$ cat config.mk
export PLATFORM = sky130hd
export DESIGN_NAME = polyblep_morphing_oscillator
export DESIGN_NICKNAME = d
export VERILOG_FILES = /design/src/rtl/core/pbmo_pkg.sv /design/src/rtl/core/polyblep_morphing_oscillator.sv /design/src/rtl/core/pbmo_sermul.sv /design/src/rtl/core/pbmo_serdiv.sv
export SDC_FILE = /design/constraint.sdc
export NUM_CORES = 2
export LEC_CHECK = 0
export BUFFER_PORTS_ARGS = -buffer_cell sky130_fd_sc_hd__buf_4
export CAP_MARGIN = 20
export CORE_MARGIN = 2
export CORE_UTILIZATION = 45
export DETAILED_ROUTE_END_ITERATION = 6
export GPL_TIMING_DRIVEN = 1
export PLACE_DENSITY = 0.67
export SLEW_MARGIN = 25
export SYNTH_ARGS = -nofsm -noshare
export SYNTH_HDL_FRONTEND = slang
export SYNTH_SLANG_ARGS = --single-unit
$ cat constraint.sdc
create_clock -name clock -period 19.8 [get_ports clock]
set_clock_uncertainty 0.2 [all_clocks]
set_input_delay 0.99 -clock clock [delete_from_list [all_inputs] [get_ports clock]]
set_output_delay 0.99 -clock clock [all_outputs]
set_load 0.01 [all_outputs]
$ cat src/rtl/core/pbmo_pkg.sv
// Shared constants, state codes and unit request types for the PolyBLEP oscillator.
`default_nettype none

package pbmo_pkg;

   localparam int PHASE_BITS  = 24;
   localparam int PW_BITS     = 16;
   localparam int SAMPLE_BITS = 16;
   localparam int TRI_BITS    = 24;
   localparam int QB          = 30;

   localparam int REQ_W = ((PHASE_BITS + PW_BITS + 7) / 8) * 8;
   localparam int RSP_W = ((SAMPLE_BITS + 7) / 8) * 8;

   localparam int WAVE_W  = 36;
   localparam int BLEP_W  = 32;
   localparam int SUM_W   = WAVE_W + 2;
   localparam int MUL_B_W = 30;
   localparam int PROD_W  = 64;
   localparam int DIV_W   = PHASE_BITS;
   localparam int SHIN_W  = 23;
   localparam int QUO_W   = QB;
   localparam int STEP_W  = 5;
   localparam int P3_W    = PW_BITS + 2;
   localparam int TSUM_W  = TRI_BITS + 3;

   localparam int SAW_SH     = QB - PHASE_BITS + 1;
   localparam int TRI_SH     = 9;
   localparam int TRI_OUT_SH = TRI_SH + 2;
   localparam int INTEG_SH   = QB + TRI_SH - (QB - PHASE_BITS);
   localparam int FADE_SH    = 16;
   localparam int RND_SH     = 31 - SAMPLE_BITS;

   localparam logic [STEP_W-1:0] BLEP_STEPS = STEP_W'(QB);
   localparam logic [STEP_W-1:0] DIV3_STEPS = STEP_W'(SHIN_W);
   localparam logic [DIV_W-1:0]  DIV3_DEN   = DIV_W'(3);

   localparam logic [MUL_B_W-1:0] PULSE_GAIN = MUL_B_W'(759135470);
   localparam logic [PHASE_BITS-1:0] HALF_PHASE = {1'b1, {(PHASE_BITS-1){1'b0}}};
   localparam logic [PHASE_BITS:0] FULL_PHASE = {1'b1, {PHASE_BITS{1'b0}}};
   localparam logic [PW_BITS:0] FADE_ONE = {1'b1, {PW_BITS{1'b0}}};

   localparam logic signed [WAVE_W-1:0] Q_ONE    = WAVE_W'(1) << QB;
   localparam logic signed [PROD_W-1:0] BIAS_QB  = PROD_W'(1) << (QB - 1);
   localparam logic signed [PROD_W-1:0] BIAS_INT = PROD_W'(1) << (INTEG_SH - 1);
   localparam logic signed [PROD_W-1:0] BIAS_FD  = PROD_W'(1) << (FADE_SH - 1);
   localparam logic [SUM_W-1:0] RND_HALF = SUM_W'(3) << (RND_SH - 1);

   localparam logic signed [TSUM_W-1:0] TRI_MAX = TSUM_W'((1 << (TRI_BITS - 1)) - 1);
   localparam logic signed [TSUM_W-1:0] TRI_MIN = -TSUM_W'(1 << (TRI_BITS - 1));

   localparam logic [SHIN_W-1:0] SMP_POS_LIM = SHIN_W'((1 << (SAMPLE_BITS - 1)) - 1);
   localparam logic [SHIN_W-1:0] SMP_NEG_LIM = SHIN_W'(1 << (SAMPLE_BITS - 1));
   localparam logic [SAMPLE_BITS-1:0] SMP_MAX = {1'b0, {(SAMPLE_BITS-1){1'b1}}};
   localparam logic [SAMPLE_BITS-1:0] SMP_MIN = {1'b1, {(SAMPLE_BITS-1){1'b0}}};

   // edge selectors for the three correction passes
   localparam logic [1:0] EDGE_SAW   = 2'd0;
   localparam logic [1:0] EDGE_PULSE = 2'd1;
   localparam logic [1:0] EDGE_TRI   = 2'd2;

   // thirds of the morph range, from the top bits of 3 * pulse_width
   localparam logic [1:0] MORPH_LOW = 2'd0;
   localparam logic [1:0] MORPH_MID = 2'd1;

   typedef enum logic [8:0] {
      ST_IDLE  = 9'b000000001,
      ST_BSEL  = 9'b000000010,
      ST_BDIV  = 9'b000000100,
      ST_BSQR  = 9'b000001000,
      ST_GAIN  = 9'b000010000,
      ST_INTEG = 9'b000100000,
      ST_FADE  = 9'b001000000,
      ST_DIV3  = 9'b010000000,
      ST_OUT   = 9'b100000000
   } state_type;

   typedef struct packed {
      logic                      start;
      logic signed [WAVE_W-1:0]  a;
      logic [MUL_B_W-1:0]        b;
   } mul_req_type;

   typedef struct packed {
      logic                start;
      logic [DIV_W-1:0]    rem;
      logic [SHIN_W-1:0]   shin;
      logic [DIV_W-1:0]    den;
      logic [STEP_W-1:0]   steps;
   } div_req_type;

endpackage

`default_nettype wire

$ cat src/rtl/core/polyblep_morphing_oscillator.sv
// Top level: sequencer, oscillator state and stream ports of the PolyBLEP oscillator.
//
// Usage: each transfer on the req_ channel carries one phase step and one
// pulse width and yields exactly one transfer on the rsp_ channel: the next
// signed audio sample. The block holds the phase accumulator and the leaky
// integrator memory that turns the corrected two-level wave into a triangle.
// Timing: one item is in work at a time. The shortest run to rsp_tvalid is in
// the upper third of the pulse-width range with no wave edge within one step of
// the phase; the two morph fades of the lower and middle thirds and each edge
// correction lengthen it. The next item can be accepted in the cycle after the
// result is loaded. The serial operations run 30 steps for an edge division,
// an edge square, the pulse gain, the integrator and each fade, and 23 steps
// for the output divide by three.
// Reset: phase and integrator memory clear to zero, the result slot empties
// and the block is ready for an item in the next cycle.
// Stall: a finished sample waits in the output register while the next item
// is already accepted and worked on; the sequencer holds its own result
// until the output register is free.
`default_nettype none

module polyblep_morphing_oscillator (
   input  logic                            clock,
   input  logic                            reset,
   input  logic                            req_tvalid,
   output logic                            req_tready,
   input  logic [pbmo_pkg::REQ_W-1:0]      req_tdata,   // [23:0] phase_step, [39:24] pulse_width
   output logic                            rsp_tvalid,
   input  logic                            rsp_tready,
   output logic [pbmo_pkg::RSP_W-1:0]      rsp_tdata    // [15:0] sample
);

   localparam int PB = pbmo_pkg::PHASE_BITS;
   localparam int WW = pbmo_pkg::WAVE_W;

   pbmo_pkg::state_type                    state_ff, state_in;
   logic                                   busy_ff, busy_in;
   logic [1:0]                             k_ff, k_in;
   logic                                   rise_ff, rise_in;
   logic                                   fstep_ff, fstep_in;
   logic [PB-1:0]                          num_ff, num_in;
   logic [pbmo_pkg::QUO_W-1:0]             u_ff, u_in;
   logic signed [pbmo_pkg::BLEP_W-1:0]     b_ff [3];
   logic signed [pbmo_pkg::BLEP_W-1:0]     b_in [3];
   logic [PB-1:0]                          ph_ff, ph_in;
   logic signed [pbmo_pkg::TRI_BITS-1:0]   mem_ff, mem_in;
   logic [PB-1:0]                          inc_ff, inc_in;
   logic [pbmo_pkg::PW_BITS-1:0]           pw16_ff, pw16_in;
   logic signed [WW-1:0]                   saw_ff, saw_in;
   logic signed [WW-1:0]                   sq_ff, sq_in;
   logic signed [WW-1:0]                   tri_ff, tri_in;
   logic [pbmo_pkg::SAMPLE_BITS-1:0]       smp_ff, smp_in;
   logic                                   rsp_valid_ff, rsp_valid_in;
   logic [pbmo_pkg::SAMPLE_BITS-1:0]       rsp_data_ff, rsp_data_in;

   pbmo_pkg::mul_req_type                  mul_req;
   pbmo_pkg::div_req_type                  div_req;
   logic                                   mul_done, div_done;
   logic signed [pbmo_pkg::PROD_W-1:0]     mul_prod;
   logic [pbmo_pkg::QUO_W-1:0]             div_quo;

   logic [PB-1:0]                          pw_full, t_sel;
   logic                                   t_lt, t_hi;
   logic signed [WW-1:0]                   b0e, b1e, b2e, u2, r36, blep_val;
   logic signed [WW-1:0]                   sq0, saw_val, triw, mem_sh, integ_d, t_sh;
   logic signed [pbmo_pkg::PROD_W-1:0]     rnd30, rnd33, rnd16;
   logic signed [pbmo_pkg::TSUM_W-1:0]     tsum;
   logic signed [pbmo_pkg::TRI_BITS-1:0]   tsat;
   logic [pbmo_pkg::P3_W-1:0]              p3;
   logic [pbmo_pkg::PW_BITS-1:0]           fade;
   logic [pbmo_pkg::PW_BITS:0]             two_f, f2, inv_fade;
   logic signed [pbmo_pkg::SUM_W-1:0]      sum;
   logic [pbmo_pkg::SUM_W-1:0]             mag, nq;
   logic [pbmo_pkg::SHIN_W-1:0]            q;
   logic                                   accept;

   pbmo_sermul u_mul (
      .clock (clock),
      .reset (reset),
      .req   (mul_req),
      .done  (mul_done),
      .prod  (mul_prod)
   );

   pbmo_serdiv u_div (
      .clock (clock),
      .reset (reset),
      .req   (div_req),
      .done  (div_done),
      .quo   (div_quo)
   );

   // datapath terms, from registers that hold still during an operation and from the unit results
   always_comb begin
      pw_full = {pw16_ff, {(PB - pbmo_pkg::PW_BITS){1'b0}}};
      case (k_ff)
         pbmo_pkg::EDGE_SAW:   t_sel = ph_ff;
         pbmo_pkg::EDGE_PULSE: t_sel = ph_ff - pw_full;
         pbmo_pkg::EDGE_TRI:   t_sel = ph_ff + pbmo_pkg::HALF_PHASE;
         default:              t_sel = ph_ff;
      endcase
      t_lt = t_sel < inc_ff;
      t_hi = ({1'b0, t_sel} + {1'b0, inc_ff}) > pbmo_pkg::FULL_PHASE;

      b0e = WW'(b_ff[0]);
      b1e = WW'(b_ff[1]);
      b2e = WW'(b_ff[2]);

      rnd30 = (mul_prod + pbmo_pkg::BIAS_QB) >>> pbmo_pkg::QB;
      rnd33 = (mul_prod + pbmo_pkg::BIAS_INT) >>> pbmo_pkg::INTEG_SH;
      rnd16 = (mul_prod + pbmo_pkg::BIAS_FD) >>> pbmo_pkg::FADE_SH;

      // correction polynomial from the ratio u and its rounded square
      u2       = {{(WW - pbmo_pkg::QUO_W - 1){1'b0}}, u_ff, 1'b0};
      r36      = WW'(rnd30);
      blep_val = rise_ff ? (u2 - r36 - pbmo_pkg::Q_ONE) : (r36 - u2 + pbmo_pkg::Q_ONE);

      sq0     = ((ph_ff < pw_full) ? pbmo_pkg::Q_ONE : -pbmo_pkg::Q_ONE) + b0e - b1e;
      saw_val = pbmo_pkg::Q_ONE + b0e
              - {{(WW - PB - pbmo_pkg::SAW_SH){1'b0}}, ph_ff, {pbmo_pkg::SAW_SH{1'b0}}};
      triw    = (ph_ff[PB-1] ? -pbmo_pkg::Q_ONE : pbmo_pkg::Q_ONE) + b0e - b2e;
      mem_sh  = {{(WW - pbmo_pkg::TRI_BITS - pbmo_pkg::TRI_SH){mem_ff[pbmo_pkg::TRI_BITS-1]}},
                 mem_ff, {pbmo_pkg::TRI_SH{1'b0}}};
      // leak form: inc*(tri - mem) + mem, so one product serves the integrator
      integ_d = triw - mem_sh;

      tsum = pbmo_pkg::TSUM_W'(rnd33) + pbmo_pkg::TSUM_W'(mem_ff);
      if (tsum > pbmo_pkg::TRI_MAX)      tsat = pbmo_pkg::TRI_BITS'(pbmo_pkg::TRI_MAX);
      else if (tsum < pbmo_pkg::TRI_MIN) tsat = pbmo_pkg::TRI_BITS'(pbmo_pkg::TRI_MIN);
      else                               tsat = pbmo_pkg::TRI_BITS'(tsum);
      t_sh = {{(WW - pbmo_pkg::TRI_BITS - pbmo_pkg::TRI_OUT_SH){tsat[pbmo_pkg::TRI_BITS-1]}},
              tsat, {pbmo_pkg::TRI_OUT_SH{1'b0}}};

      p3       = {2'b00, pw16_ff} + {1'b0, pw16_ff, 1'b0};
      fade     = p3[pbmo_pkg::PW_BITS-1:0];
      inv_fade = pbmo_pkg::FADE_ONE - {1'b0, fade};
      two_f    = {fade, 1'b0};
      f2       = (two_f > pbmo_pkg::FADE_ONE) ? '0 : (pbmo_pkg::FADE_ONE - two_f);

      // mean of the three waves: round half away from zero, scale by 3 * 2^15
      sum = pbmo_pkg::SUM_W'(saw_ff) + pbmo_pkg::SUM_W'(tri_ff) + pbmo_pkg::SUM_W'(sq_ff);
      mag = sum[pbmo_pkg::SUM_W-1] ? pbmo_pkg::SUM_W'(-sum) : pbmo_pkg::SUM_W'(sum);
      nq  = (mag + pbmo_pkg::RND_HALF) >> pbmo_pkg::RND_SH;
      q   = div_quo[pbmo_pkg::SHIN_W-1:0];
   end

   assign accept = req_tvalid && req_tready;

   // sequencer
   always_comb begin
      state_in     = state_ff;
      busy_in      = busy_ff;
      k_in         = k_ff;
      rise_in      = rise_ff;
      fstep_in     = fstep_ff;
      num_in       = num_ff;
      u_in         = u_ff;
      b_in         = b_ff;
      ph_in        = ph_ff;
      mem_in       = mem_ff;
      inc_in       = inc_ff;
      pw16_in      = pw16_ff;
      saw_in       = saw_ff;
      sq_in        = sq_ff;
      tri_in       = tri_ff;
      smp_in       = smp_ff;
      rsp_valid_in = rsp_valid_ff;
      rsp_data_in  = rsp_data_ff;
      req_tready   = 1'b0;

      mul_req       = '0;
      div_req       = '0;
      div_req.steps = pbmo_pkg::BLEP_STEPS;

      // drop the result once the receiver takes it
      if (rsp_valid_ff && rsp_tready) begin
         rsp_valid_in = 1'b0;
      end

      case (state_ff)
         pbmo_pkg::ST_IDLE: begin
            req_tready = 1'b1;
            if (accept) begin
               inc_in   = req_tdata[PB-1:0];
               pw16_in  = req_tdata[PB +: pbmo_pkg::PW_BITS];
               k_in     = pbmo_pkg::EDGE_SAW;
               state_in = pbmo_pkg::ST_BSEL;
            end
         end

         pbmo_pkg::ST_BSEL: begin
            if (inc_ff != '0 && t_lt) begin
               rise_in  = 1'b1;
               num_in   = t_sel;
               state_in = pbmo_pkg::ST_BDIV;
            end else if (inc_ff != '0 && t_hi) begin
               rise_in  = 1'b0;
               num_in   = PB'(0) - t_sel;
               state_in = pbmo_pkg::ST_BDIV;
            end else begin
               b_in[k_ff] = '0;
               if (k_ff == pbmo_pkg::EDGE_TRI) begin
                  state_in = pbmo_pkg::ST_GAIN;
               end else begin
                  k_in = k_ff + 1'b1;
               end
            end
         end

         pbmo_pkg::ST_BDIV: begin
            div_req.rem   = num_ff;
            div_req.den   = inc_ff;
            div_req.steps = pbmo_pkg::BLEP_STEPS;
            if (!busy_ff) begin
               div_req.start = 1'b1;
               busy_in       = 1'b1;
            end else if (div_done) begin
               busy_in  = 1'b0;
               u_in     = div_quo;
               state_in = pbmo_pkg::ST_BSQR;
            end
         end

         pbmo_pkg::ST_BSQR: begin
            mul_req.a = {{(WW - pbmo_pkg::QUO_W){1'b0}}, u_ff};
            mul_req.b = u_ff;
            if (!busy_ff) begin
               mul_req.start = 1'b1;
               busy_in       = 1'b1;
            end else if (mul_done) begin
               busy_in    = 1'b0;
               b_in[k_ff] = pbmo_pkg::BLEP_W'(blep_val);
               if (k_ff == pbmo_pkg::EDGE_TRI) begin
                  state_in = pbmo_pkg::ST_GAIN;
               end else begin
                  k_in     = k_ff + 1'b1;
                  state_in = pbmo_pkg::ST_BSEL;
               end
            end
         end

         pbmo_pkg::ST_GAIN: begin
            mul_req.a = sq0;
            mul_req.b = pbmo_pkg::PULSE_GAIN;
            if (!busy_ff) begin
               mul_req.start = 1'b1;
               busy_in       = 1'b1;
            end else if (mul_done) begin
               busy_in  = 1'b0;
               sq_in    = -WW'(rnd30);
               saw_in   = saw_val;
               state_in = pbmo_pkg::ST_INTEG;
            end
         end

         pbmo_pkg::ST_INTEG: begin
            mul_req.a = integ_d;
            mul_req.b = pbmo_pkg::MUL_B_W'(inc_ff);
            if (!busy_ff) begin
               mul_req.start = 1'b1;
               busy_in       = 1'b1;
            end else if (mul_done) begin
               busy_in  = 1'b0;
               mem_in   = tsat;
               tri_in   = -t_sh;
               // advance and wrap the phase
               ph_in    = ph_ff + inc_ff;
               fstep_in = 1'b0;
               state_in = pbmo_pkg::ST_FADE;
            end
         end

         pbmo_pkg::ST_FADE: begin
            case (p3[pbmo_pkg::P3_W-1 -: 2])
               pbmo_pkg::MORPH_LOW: begin
                  mul_req.a = fstep_ff ? sq_ff : tri_ff;
                  mul_req.b = pbmo_pkg::MUL_B_W'(fade);
               end
               pbmo_pkg::MORPH_MID: begin
                  mul_req.a = fstep_ff ? tri_ff : saw_ff;
                  mul_req.b = fstep_ff ? pbmo_pkg::MUL_B_W'(f2) : pbmo_pkg::MUL_B_W'(inv_fade);
               end
               default: begin
                  mul_req.a = tri_ff;
                  mul_req.b = '0;
               end
            endcase
            if (p3[pbmo_pkg::P3_W-1]) begin
               // upper third: pulse alone
               tri_in   = '0;
               saw_in   = '0;
               state_in = pbmo_pkg::ST_DIV3;
            end else if (!busy_ff) begin
               mul_req.start = 1'b1;
               busy_in       = 1'b1;
            end else if (mul_done) begin
               busy_in = 1'b0;
               if (p3[pbmo_pkg::P3_W-1 -: 2] == pbmo_pkg::MORPH_LOW) begin
                  if (fstep_ff) sq_in  = WW'(rnd16);
                  else          tri_in = WW'(rnd16);
               end else begin
                  if (fstep_ff) tri_in = WW'(rnd16);
                  else          saw_in = WW'(rnd16);
               end
               fstep_in = 1'b1;
               if (fstep_ff) begin
                  state_in = pbmo_pkg::ST_DIV3;
               end
            end
         end

         pbmo_pkg::ST_DIV3: begin
            div_req.rem   = '0;
            div_req.shin  = nq[pbmo_pkg::SHIN_W-1:0];
            div_req.den   = pbmo_pkg::DIV3_DEN;
            div_req.steps = pbmo_pkg::DIV3_STEPS;
            if (!busy_ff) begin
               div_req.start = 1'b1;
               busy_in       = 1'b1;
            end else if (div_done) begin
               busy_in = 1'b0;
               // saturate to the sample range
               if (sum[pbmo_pkg::SUM_W-1]) begin
                  smp_in = (q > pbmo_pkg::SMP_NEG_LIM) ? pbmo_pkg::SMP_MIN
                         : pbmo_pkg::SAMPLE_BITS'(pbmo_pkg::SHIN_W'(0) - q);
               end else begin
                  smp_in = (q > pbmo_pkg::SMP_POS_LIM) ? pbmo_pkg::SMP_MAX
                         : pbmo_pkg::SAMPLE_BITS'(q);
               end
               state_in = pbmo_pkg::ST_OUT;
            end
         end

         pbmo_pkg::ST_OUT: begin
            // hold until the output register is free
            if (!rsp_valid_ff || rsp_tready) begin
               rsp_data_in  = smp_ff;
               rsp_valid_in = 1'b1;
               state_in     = pbmo_pkg::ST_IDLE;
            end
         end

         default: begin
            state_in = pbmo_pkg::ST_IDLE;
            busy_in  = 1'b0;
         end
      endcase
   end

   always_ff @(posedge clock) begin
      if (reset) begin
         state_ff     <= pbmo_pkg::ST_IDLE;
         busy_ff      <= 1'b0;
         ph_ff        <= '0;
         mem_ff       <= '0;
         rsp_valid_ff <= 1'b0;
      end else begin
         state_ff     <= state_in;
         busy_ff      <= busy_in;
         ph_ff        <= ph_in;
         mem_ff       <= mem_in;
         rsp_valid_ff <= rsp_valid_in;
      end
      k_ff        <= k_in;
      rise_ff     <= rise_in;
      fstep_ff    <= fstep_in;
      num_ff      <= num_in;
      u_ff        <= u_in;
      b_ff        <= b_in;
      inc_ff      <= inc_in;
      pw16_ff     <= pw16_in;
      saw_ff      <= saw_in;
      sq_ff       <= sq_in;
      tri_ff      <= tri_in;
      smp_ff      <= smp_in;
      rsp_data_ff <= rsp_data_in;
   end

   assign rsp_tvalid = rsp_valid_ff;
   assign rsp_tdata  = pbmo_pkg::RSP_W'(rsp_data_ff);

`ifndef SYNTH
   a_mul_done_owned: assert property (@(posedge clock) disable iff (reset)
      mul_done |-> (state_ff == pbmo_pkg::ST_BSQR || state_ff == pbmo_pkg::ST_GAIN ||
                    state_ff == pbmo_pkg::ST_INTEG || state_ff == pbmo_pkg::ST_FADE))
      else $error("multiplier finished outside a multiply step");

   a_div_done_owned: assert property (@(posedge clock) disable iff (reset)
      div_done |-> (state_ff == pbmo_pkg::ST_BDIV || state_ff == pbmo_pkg::ST_DIV3))
      else $error("divider finished outside a divide step");

   a_accept_starts: assert property (@(posedge clock) disable iff (reset)
      accept |=> state_ff == pbmo_pkg::ST_BSEL)
      else $error("accepted item did not start edge selection");

   a_zero_inc_holds: assert property (@(posedge clock) disable iff (reset)
      (state_ff == pbmo_pkg::ST_INTEG && mul_done && inc_ff == '0)
         |=> mem_ff == $past(mem_ff))
      else $error("integrator moved with zero increment");

   a_out_waits: assert property (@(posedge clock) disable iff (reset)
      (state_ff == pbmo_pkg::ST_OUT && rsp_valid_ff && !rsp_tready)
         |=> (state_ff == pbmo_pkg::ST_OUT && rsp_tvalid))
      else $error("result overwrote a pending sample");
`endif

endmodule

`default_nettype wire

$ cat src/rtl/core/pbmo_sermul.sv
// Bit-serial shift-add multiplier, signed by unsigned, one multiplier bit per cycle.
`default_nettype none

module pbmo_sermul (
   input  logic                                  clock,
   input  logic                                  reset,
   input  pbmo_pkg::mul_req_type                 req,
   output logic                                  done,
   output logic signed [pbmo_pkg::PROD_W-1:0]    prod
);

   logic                                  busy_ff, busy_in;
   logic                                  done_ff, done_in;
   logic [pbmo_pkg::STEP_W-1:0]           cnt_ff, cnt_in;
   logic signed [pbmo_pkg::WAVE_W-1:0]    a_ff, a_in;
   logic [pbmo_pkg::MUL_B_W-1:0]          b_ff, b_in;
   logic signed [pbmo_pkg::PROD_W-1:0]    p_ff, p_in;

   always_comb begin
      busy_in = busy_ff;
      done_in = 1'b0;
      cnt_in  = cnt_ff;
      a_in    = a_ff;
      b_in    = b_ff;
      p_in    = p_ff;
      if (req.start) begin
         busy_in = 1'b1;
         cnt_in  = pbmo_pkg::STEP_W'(pbmo_pkg::MUL_B_W - 1);
         a_in    = req.a;
         b_in    = req.b;
         p_in    = '0;
      end else if (busy_ff) begin
         // MSB first: double the partial sum, add the multiplicand on a one bit
         p_in = (p_ff <<< 1)
              + (b_ff[pbmo_pkg::MUL_B_W-1] ? pbmo_pkg::PROD_W'(a_ff) : '0);
         b_in   = b_ff << 1;
         cnt_in = cnt_ff - 1'b1;
         if (cnt_ff == '0) begin
            busy_in = 1'b0;
            done_in = 1'b1;
         end
      end
   end

   always_ff @(posedge clock) begin
      if (reset) begin
         busy_ff <= 1'b0;
         done_ff <= 1'b0;
      end else begin
         busy_ff <= busy_in;
         done_ff <= done_in;
      end
      cnt_ff <= cnt_in;
      a_ff   <= a_in;
      b_ff   <= b_in;
      p_ff   <= p_in;
   end

   assign done = done_ff;
   assign prod = p_ff;

endmodule

`default_nettype wire

$ cat src/rtl/core/pbmo_serdiv.sv
// Restoring serial divider, one quotient bit per cycle.
`default_nettype none

module pbmo_serdiv (
   input  logic                            clock,
   input  logic                            reset,
   input  pbmo_pkg::div_req_type           req,
   output logic                            done,
   output logic [pbmo_pkg::QUO_W-1:0]      quo
);

   logic                            busy_ff, busy_in;
   logic                            done_ff, done_in;
   logic [pbmo_pkg::STEP_W-1:0]     cnt_ff, cnt_in;
   logic [pbmo_pkg::DIV_W-1:0]      rem_ff, rem_in;
   logic [pbmo_pkg::SHIN_W-1:0]     sh_ff, sh_in;
   logic [pbmo_pkg::DIV_W-1:0]      den_ff, den_in;
   logic [pbmo_pkg::QUO_W-1:0]      quo_ff, quo_in;
   logic [pbmo_pkg::DIV_W:0]        trial;
   logic                            fits;

   always_comb begin
      trial   = {rem_ff, sh_ff[pbmo_pkg::SHIN_W-1]};
      fits    = trial >= {1'b0, den_ff};
      busy_in = busy_ff;
      done_in = 1'b0;
      cnt_in  = cnt_ff;
      rem_in  = rem_ff;
      sh_in   = sh_ff;
      den_in  = den_ff;
      quo_in  = quo_ff;
      if (req.start) begin
         busy_in = 1'b1;
         cnt_in  = req.steps - 1'b1;
         rem_in  = req.rem;
         sh_in   = req.shin;
         den_in  = req.den;
         quo_in  = '0;
      end else if (busy_ff) begin
         // remainder stays below the divisor, so one subtract settles each bit
         rem_in = fits ? pbmo_pkg::DIV_W'(trial - {1'b0, den_ff})
                       : trial[pbmo_pkg::DIV_W-1:0];
         quo_in = {quo_ff[pbmo_pkg::QUO_W-2:0], fits};
         sh_in  = sh_ff << 1;
         cnt_in = cnt_ff - 1'b1;
         if (cnt_ff == '0) begin
            busy_in = 1'b0;
            done_in = 1'b1;
         end
      end
   end

   always_ff @(posedge clock) begin
      if (reset) begin
         busy_ff <= 1'b0;
         done_ff <= 1'b0;
      end else begin
         busy_ff <= busy_in;
         done_ff <= done_in;
      end
      cnt_ff <= cnt_in;
      rem_ff <= rem_in;
      sh_ff  <= sh_in;
      den_ff <= den_in;
      quo_ff <= quo_in;
   end

   assign done = done_ff;
   assign quo  = quo_ff;

endmodule

`default_nettype wire
======== Yosys cells after proc, flatten, opt, wreduce, memory -nomap -nowiden ========
Index checks and enable logic that the tools add are counted.
word-level totals
  register bits after elaboration ......... 638
  bits of input ports ..................... 44
  output and inout bits ................... 18
  logic and storage cells ................. 279
operators by class
  $add $sub $neg .......................... 36
  $lt $le $gt $ge ......................... 11
  eq/ne operators ......................... 39
  multiplexer cells ....................... 117
  bitwise gates (word level) .............. 6
  reduce and logical (&&, ||, !) cells .... 37
operator list
  cell                    count
  $mux 36                 24
  $mux 96                 4
  $pmux 67 s4             1
  $pmux 36 s2             3
  $pmux 96 s2             1
  $mux 9                  19
  $mux 24                 7
  $pmux 66 s2             1
  $and 96x96->96          1
  $bwmux 96               1
  $not 96->96             1
  $pmux 9 s9              1
  $add 36x32->36          2
  $sub 36x32->36          2
  $mux 23                 3
  $add 64x31->64 const B  1
  $add 64x64->64          1
  $demux 32 s2            1
  $mux 32                 2
  $mux 64                 1
  $sub 32x32->32          2
  $add 60x34->60 const B  1
  $mux 30                 2
  $pmux 29 s2             1
  80 further kinds        163

======== Logic depth before layout (Yosys ltp) ========
  word-level depth ........................ 10
  depth in mapped cells ................... 30
  depth with buffers taken out ............ 30

======== By module ========
Synthesis repeated with hierarchy kept, for this count alone.
second synthesis, totals
  cells, all modules ...................... 6436
  area total of the unflattened synthesis .. 56329.0 um2
by module, submodules not included
  module                        times used  cells each  area an instance (um2)  seq. area each (um2)
  polyblep_morphing_oscillator  1           4954        41828.9                 11210.8
  pbmo_sermul                   1           993         8883.5                  3403.3
  pbmo_serdiv                   1           489         5616.6                  2922.8

======== Worst setup path before layout ========
No wires, ideal clock.
  kind .................................... reg-to-reg
  from .................................... reg pw16_ff[0] (netlist name)
  to ...................................... reg b_ff, in the netlist b0e[0] (enable)
  setup time .............................. 0.421 ns
  arrival time ............................ 6.591 ns
  data required time ...................... 19.179 ns
  setup slack ............................. 12.588 ns
  stages on the path, launching flop included .. 29
  path buffers ............................ 1
  period minus slack after synthesis ...... 7.212 ns
  cells stage by stage .................... edfxtp_1 -> ha_1 -> fa_1 -> nor2b_1 -> o21ai_0 -> a21boi_0 -> o21ai_0 -> a21boi_0 -> o21ai_0 -> a21boi_0 -> o21a_1 -> o21ai_0 -> mux2i_1 -> and2_1 -> inv_1 -> ha_1 -> clkbuf_1 -> o21ai_0 -> a22oi_1 -> nand4_1 -> a31o_2 -> nor4_1 -> nand4_1 -> nor4b_1 -> nand4_1 -> a221o_1 -> a21oi_1 -> a21oi_1 -> nor2_1
on the way
  word-level cells in the longest chain between the ends .. 7
  elaborated cells between the ends (all ways) .. 10
  classes of those cells .................. add/sub: 2; order compare: 2; eq/ne: 2; mux: 1; reduce/logical: 3
ends and longest elaborated chain
  item                            RTL line                             text
  start, declared                 polyblep_morphing_oscillator.sv:47   logic [pbmo_pkg::PW_BITS-1:0] pw16_ff, pw16_in;
  start signal, assigned          polyblep_morphing_oscillator.sv:370  pw16_ff <= pw16_in;
  $sub 24x24->24 (*)              polyblep_morphing_oscillator.sv:97   pbmo_pkg::EDGE_PULSE: t_sel = ph_ff - pw_full;
  $pmux 24 s2 (*)                 polyblep_morphing_oscillator.sv:95   case (k_ff)
  $add 24x24->25                  polyblep_morphing_oscillator.sv:102  t_hi = ({1'b0, t_sel} + {1'b0, inc_ff}) > pbmo_pkg::FULL_PHASE;
  $gt 25x25->1                    polyblep_morphing_oscillator.sv:102
  $logic_and 1x1->1               polyblep_morphing_oscillator.sv:195  end else if (inc_ff != '0 && t_hi) begin
  $ne 2x2->1 (no line)            n/a
  $reduce_and 5->1 (no line) (*)  n/a
  end signal, assigned            polyblep_morphing_oscillator.sv:368  b_ff <= b_in;
  end, declared                   polyblep_morphing_oscillator.sv:42   logic signed [pbmo_pkg::BLEP_W-1:0] b_ff [3];
Mark *: on every way between the ends. The rest lies on a longest branch, timed or not.
A chain may end at the register's enable or synchronous reset.

======== Worst setup path in the final report ========
  from .................................... reg k_ff[0]
  to ...................................... reg k_ff[0] (enable)
on the way
  word-level cells in the longest chain between the ends .. 7
  elaborated cells between the ends (all ways) .. 11
  classes of those cells .................. add/sub: 1; order compare: 2; eq/ne: 4; mux: 1; reduce/logical: 3
ends and longest elaborated chain
  item                                      RTL line                                                                                                      text
  start, declared                           polyblep_morphing_oscillator.sv:37                                                                            logic [1:0] k_ff, k_in;
  start signal, assigned                    polyblep_morphing_oscillator.sv:363                                                                           k_ff <= k_in;
  $eq 2x2->1 or $eq 2x1->1 (tied branches)  polyblep_morphing_oscillator.sv:95, polyblep_morphing_oscillator.sv:201, polyblep_morphing_oscillator.sv:232
  $pmux 24 s2 (*)                           polyblep_morphing_oscillator.sv:95
  $add 24x24->25                            polyblep_morphing_oscillator.sv:102
  $gt 25x25->1                              polyblep_morphing_oscillator.sv:102
  $logic_and 1x1->1                         polyblep_morphing_oscillator.sv:195
  $ne 2x2->1 (no line)                      n/a
  $reduce_and 6->1 (no line) (*)            n/a
Marks and branches as above.

==> flow_summary.toml <==
[status]
outcome = "completed"

[die]
std_cell_rows = 128
ios = 62
die_w_um = 354
die_h_um = 354
initial_core_util_pct = 45.2
coreArea_um2 = 122000
die_area_um2 = 125000

[sta]
relSlewSlack_pct = 24.0
fmax_mhz = 115
hold_violations = 0
period_needed_ns = 8.67
rsz0062_at_grt = "false"
slew_violations = 0
fin_crit_sh_pct = 43.8
worst_slew_pin_slew_ns = 1.13
layout_setup_ws_ns = 11.13
fin_tns_setup_ns = 0
finalSetupViolCount = 0

[layout]
nets = 6949
area_delta_synth_final_pct = 8.95
n_fill_cell = 11500
drive_gt1_share_pct = 6.12

[critical_path]
crit_fanout = 33
required_ns = 19.92
crit_end = "k_ff[0]"
cp_slowest_cell = "clkinv_1"
slowest_delay_ns = 0.85
reg2reg_setup_slack_ns = 11.13
cp-end-kind = "flop"
r2r-end = "k_ff[0]"
cp.arrival_ns = 8.79
startpoint_type = "flop"
r2r_start = "k_ff[0]"
r2r_cells = 21
critPathLaunch = "k_ff[0]"
path_class = "reg2reg"
crit_chain = "inv_1 > ha_1 > buf_4 > clkinv_1 > nand2_1 > nand2_1 > o31ai_1 > ha_1 > nor2_1 > nor4b_1 > nand3_1 > a31oi_1 > nor2_1 > mux2i_1 > a2111oi_0 > nand4_1 > a221o_1 > a21oi_1 > nand2b_1 > clkinv_1 > nor4_1"

[logic_synthesis]
ys_types = 104
ys.flop_type = "edfxtp_1"
ys_ff_latch = 638
syn_nets = 6991
yosysSeqAreaShare_pct = 31.9
avgSynthCellArea_um2 = 8.72
synthArstFlopShare_pct = 0
synth_edf_count = 476
syn_area_um2 = 55000
synth_cells = 6305
ys_warn_count = 0

[clocking]
post_cts_resized = 0
path_clk_slew_ns = 0.06
clk_path_buf_depth = 3
cts_setup_buffers = 0
cts_hold_buf = 0
htreeDepth = 3
worstSkewPairLatency_ns = 0.70
root_buffer = "clkbuf_16"
cts_buffers = 77
cts_tree = "done"
cts_sinks = 638

[placement]
place_ws_ns = 11.73
dp_hpwl_um = 153000
routabilityCongestion = 1.03
numPortBuffers = 61

[drt]
routed_wl_um = 196000
via_count = 48900
dr.pass1.iters = 6
vias_per_cell = 6.15
drc_errors = 0
ant_nets = 0
drt-wirelength-per-cell_um = 24.6
drtIter0Drc = 5881

[power_and_ir_drop]
power_frac_clock_pct = 35.3
p_leak_nw = 24.6
p_comb_share_pct = 27.4
switchingPower_w = 0.00146
seq_power_share_pct = 37.3
internal-power_w = 0.00275
power_density_nw_per_um2 = 70.3
peakVddDrop_mv = 0.0628
p_sw_share_pct = 34.7

[flow_run]
drv_cap = 0

[global_route]
grt_pass1_wl_um = 292000
grt_max_degree = 90
grt_pass1_vias = 45300
track_usage_pct = 30.6
overflow = 0
antenna_found_initial = 7

[hold_path]
hp-class = "reg2reg"
## worst min path at each step
stage	start	end	slack [ns]	cells after the start
finish	smp_ff[6]	rsp_tdata[6]	0.22	0
global route	smp_ff[0]	rsp_tdata[0]	0.24	0
CTS	smp_ff[6]	rsp_tdata[6]	0.23	0
detailed placement	smp_ff[14]	rsp_tdata[14]	0.20	0
global placement	smp_ff[14]	rsp_tdata[14]	0.20	0
floorplan	smp_ff[0]	rsp_tdata[0]	0.20	0
## routing by layer
| metal | global-route usage (%) | up-vias | share of wire (%) | routed length, µm |
|---|---|---|---|---|
| met4 | 13.4 | 10 | 5.2 | 10300 |
| met2 | 46.1 | 2271 | 42 | 82900 |
| met1 | 42.6 | 23300 | 43 | 84100 |
| li1 | - | 22900 | - | - |
| met5 | 0 | - | 0.031 | 60 |
| met3 | 5.84 | 401 | 9.5 | 18600 |
## metrics by stage
stage	util, %	std cells	cell area (µm²)	total power, W	hold slack [ns]
2_1_floorplan	-	6305	55000	0.00236	0.200
5_1_grt	49.3	7952	59900	0.00438	0.239
3_3_place_gp	47.1	7806	57200	0.00271	0.204
4_1_cts	49.2	7950	59800	0.00420	0.225
3_5_place_dp	47.1	7807	57200	0.00272	0.205
6_report	49.3	7953	59900	0.00421	0.222
## sequential cells by signal (all words and copies together), names as in the netlist, 30 cells and up
signal / count
b2e: 32
saw_ff: 36
u_mul.prod: 64
b0e: 32
u_ff: 30
tri_ff: 36
u_mul.b_ff: 30
u_div.quo: 30
u_mul.a_ff: 36
sq_ff: 36
b1e: 32
## power by group through the flow
stage	clock network [W]	logic [W]	registers (W)
after CTS	0.00150	0.00113	0.00157
final	0.00148	0.00115	0.00157
after detailed placement	0	0.00112	0.00160
after global placement	0	0.00111	0.00160
after global routing	0.00155	0.00126	0.00157
after floorplan	0	0.000799	0.00156
## synthesized netlist by cell type, types with 56 or more instances
cell type	count	share of area (%)
o211ai_1	69	0.94
nand3_1	137	1.2
nor2_1	573	3.9
mux2i_1	83	1.5
nor3_1	138	1.3
a21o_1	175	2.4
a211oi_1	59	0.81
a31oi_1	56	0.64
xor2_1	181	2.9
ha_1	566	13
dfxtp_1	162	5.9
clkbuf_1	239	1.6
o22ai_1	84	0.96
a21oi_1	469	4.3
fa_1	76	2.8
nand4_1	69	0.79
xnor2_1	313	5.0
nand2_1	520	3.5
o21ai_0	375	3.4
edfxtp_1	476	26
nand2b_1	67	0.76
and2_1	76	0.86
nor2b_1	72	0.82
inv_1	433	3.0
## cell usage in the layout, fill, tap and decap left out, drive strengths merged, types with 97 or more instances in the layout
| master | count |
|---|---|
| buf | 149 |
| clkbuf | 97 |
| xnor2 | 313 |
| o21ai | 392 |
| nor3 | 139 |
| inv | 434 |
| edfxtp | 476 |
| nand2 | 520 |
| dfxtp | 162 |
| xor2 | 181 |
| a21o | 175 |
| ha | 566 |
| a21oi | 469 |
| nor2 | 573 |
| nand3 | 138 |
## area by class of cell
class	instances	area, µm²	share of cell area (%)
Multi-Input combinational cell	4960	34900	58.3
Clock buffer	97	2080	3.48
Sequential cell	638	17500	29.3
Timing Repair Buffer	149	1160	1.93
Antenna cell	1	2.50	0.00418
Inverter	437	1640	2.74
Tap cell	1625	2030	3.39
Clock inverter	46	528	0.881
## cell families (layout without fill, tap and decap cells)
logic type                 Yosys count  after routing  share of synthesized area [%]
and+or+nand+nor                   1928           1928                           16.8
xor gates and xnor gates           494            494                           7.87
other                                0              1                              0
adders and majority gates          642            642                           15.6
buffers and inverters              707            729                           4.87
AOI/OAI and AO/OA                 1805           1805                           21.3
DFF                                638            638                           31.9
muxes                               91             91                           1.67
## worst max-delay path: cells and delay by family, from the launching register on
| family | cells | cell delay [ns] |
|---|---|---|
| fa+ha+maj | 2 | 0.58 |
| simple gates | 9 | 2.92 |
| flops | 1 | 0.38 |
| compound gates | 5 | 1.97 |
| mux | 1 | 0.15 |
| buf+inv | 4 | 2.08 |
(Power assumes the default switching activity.)
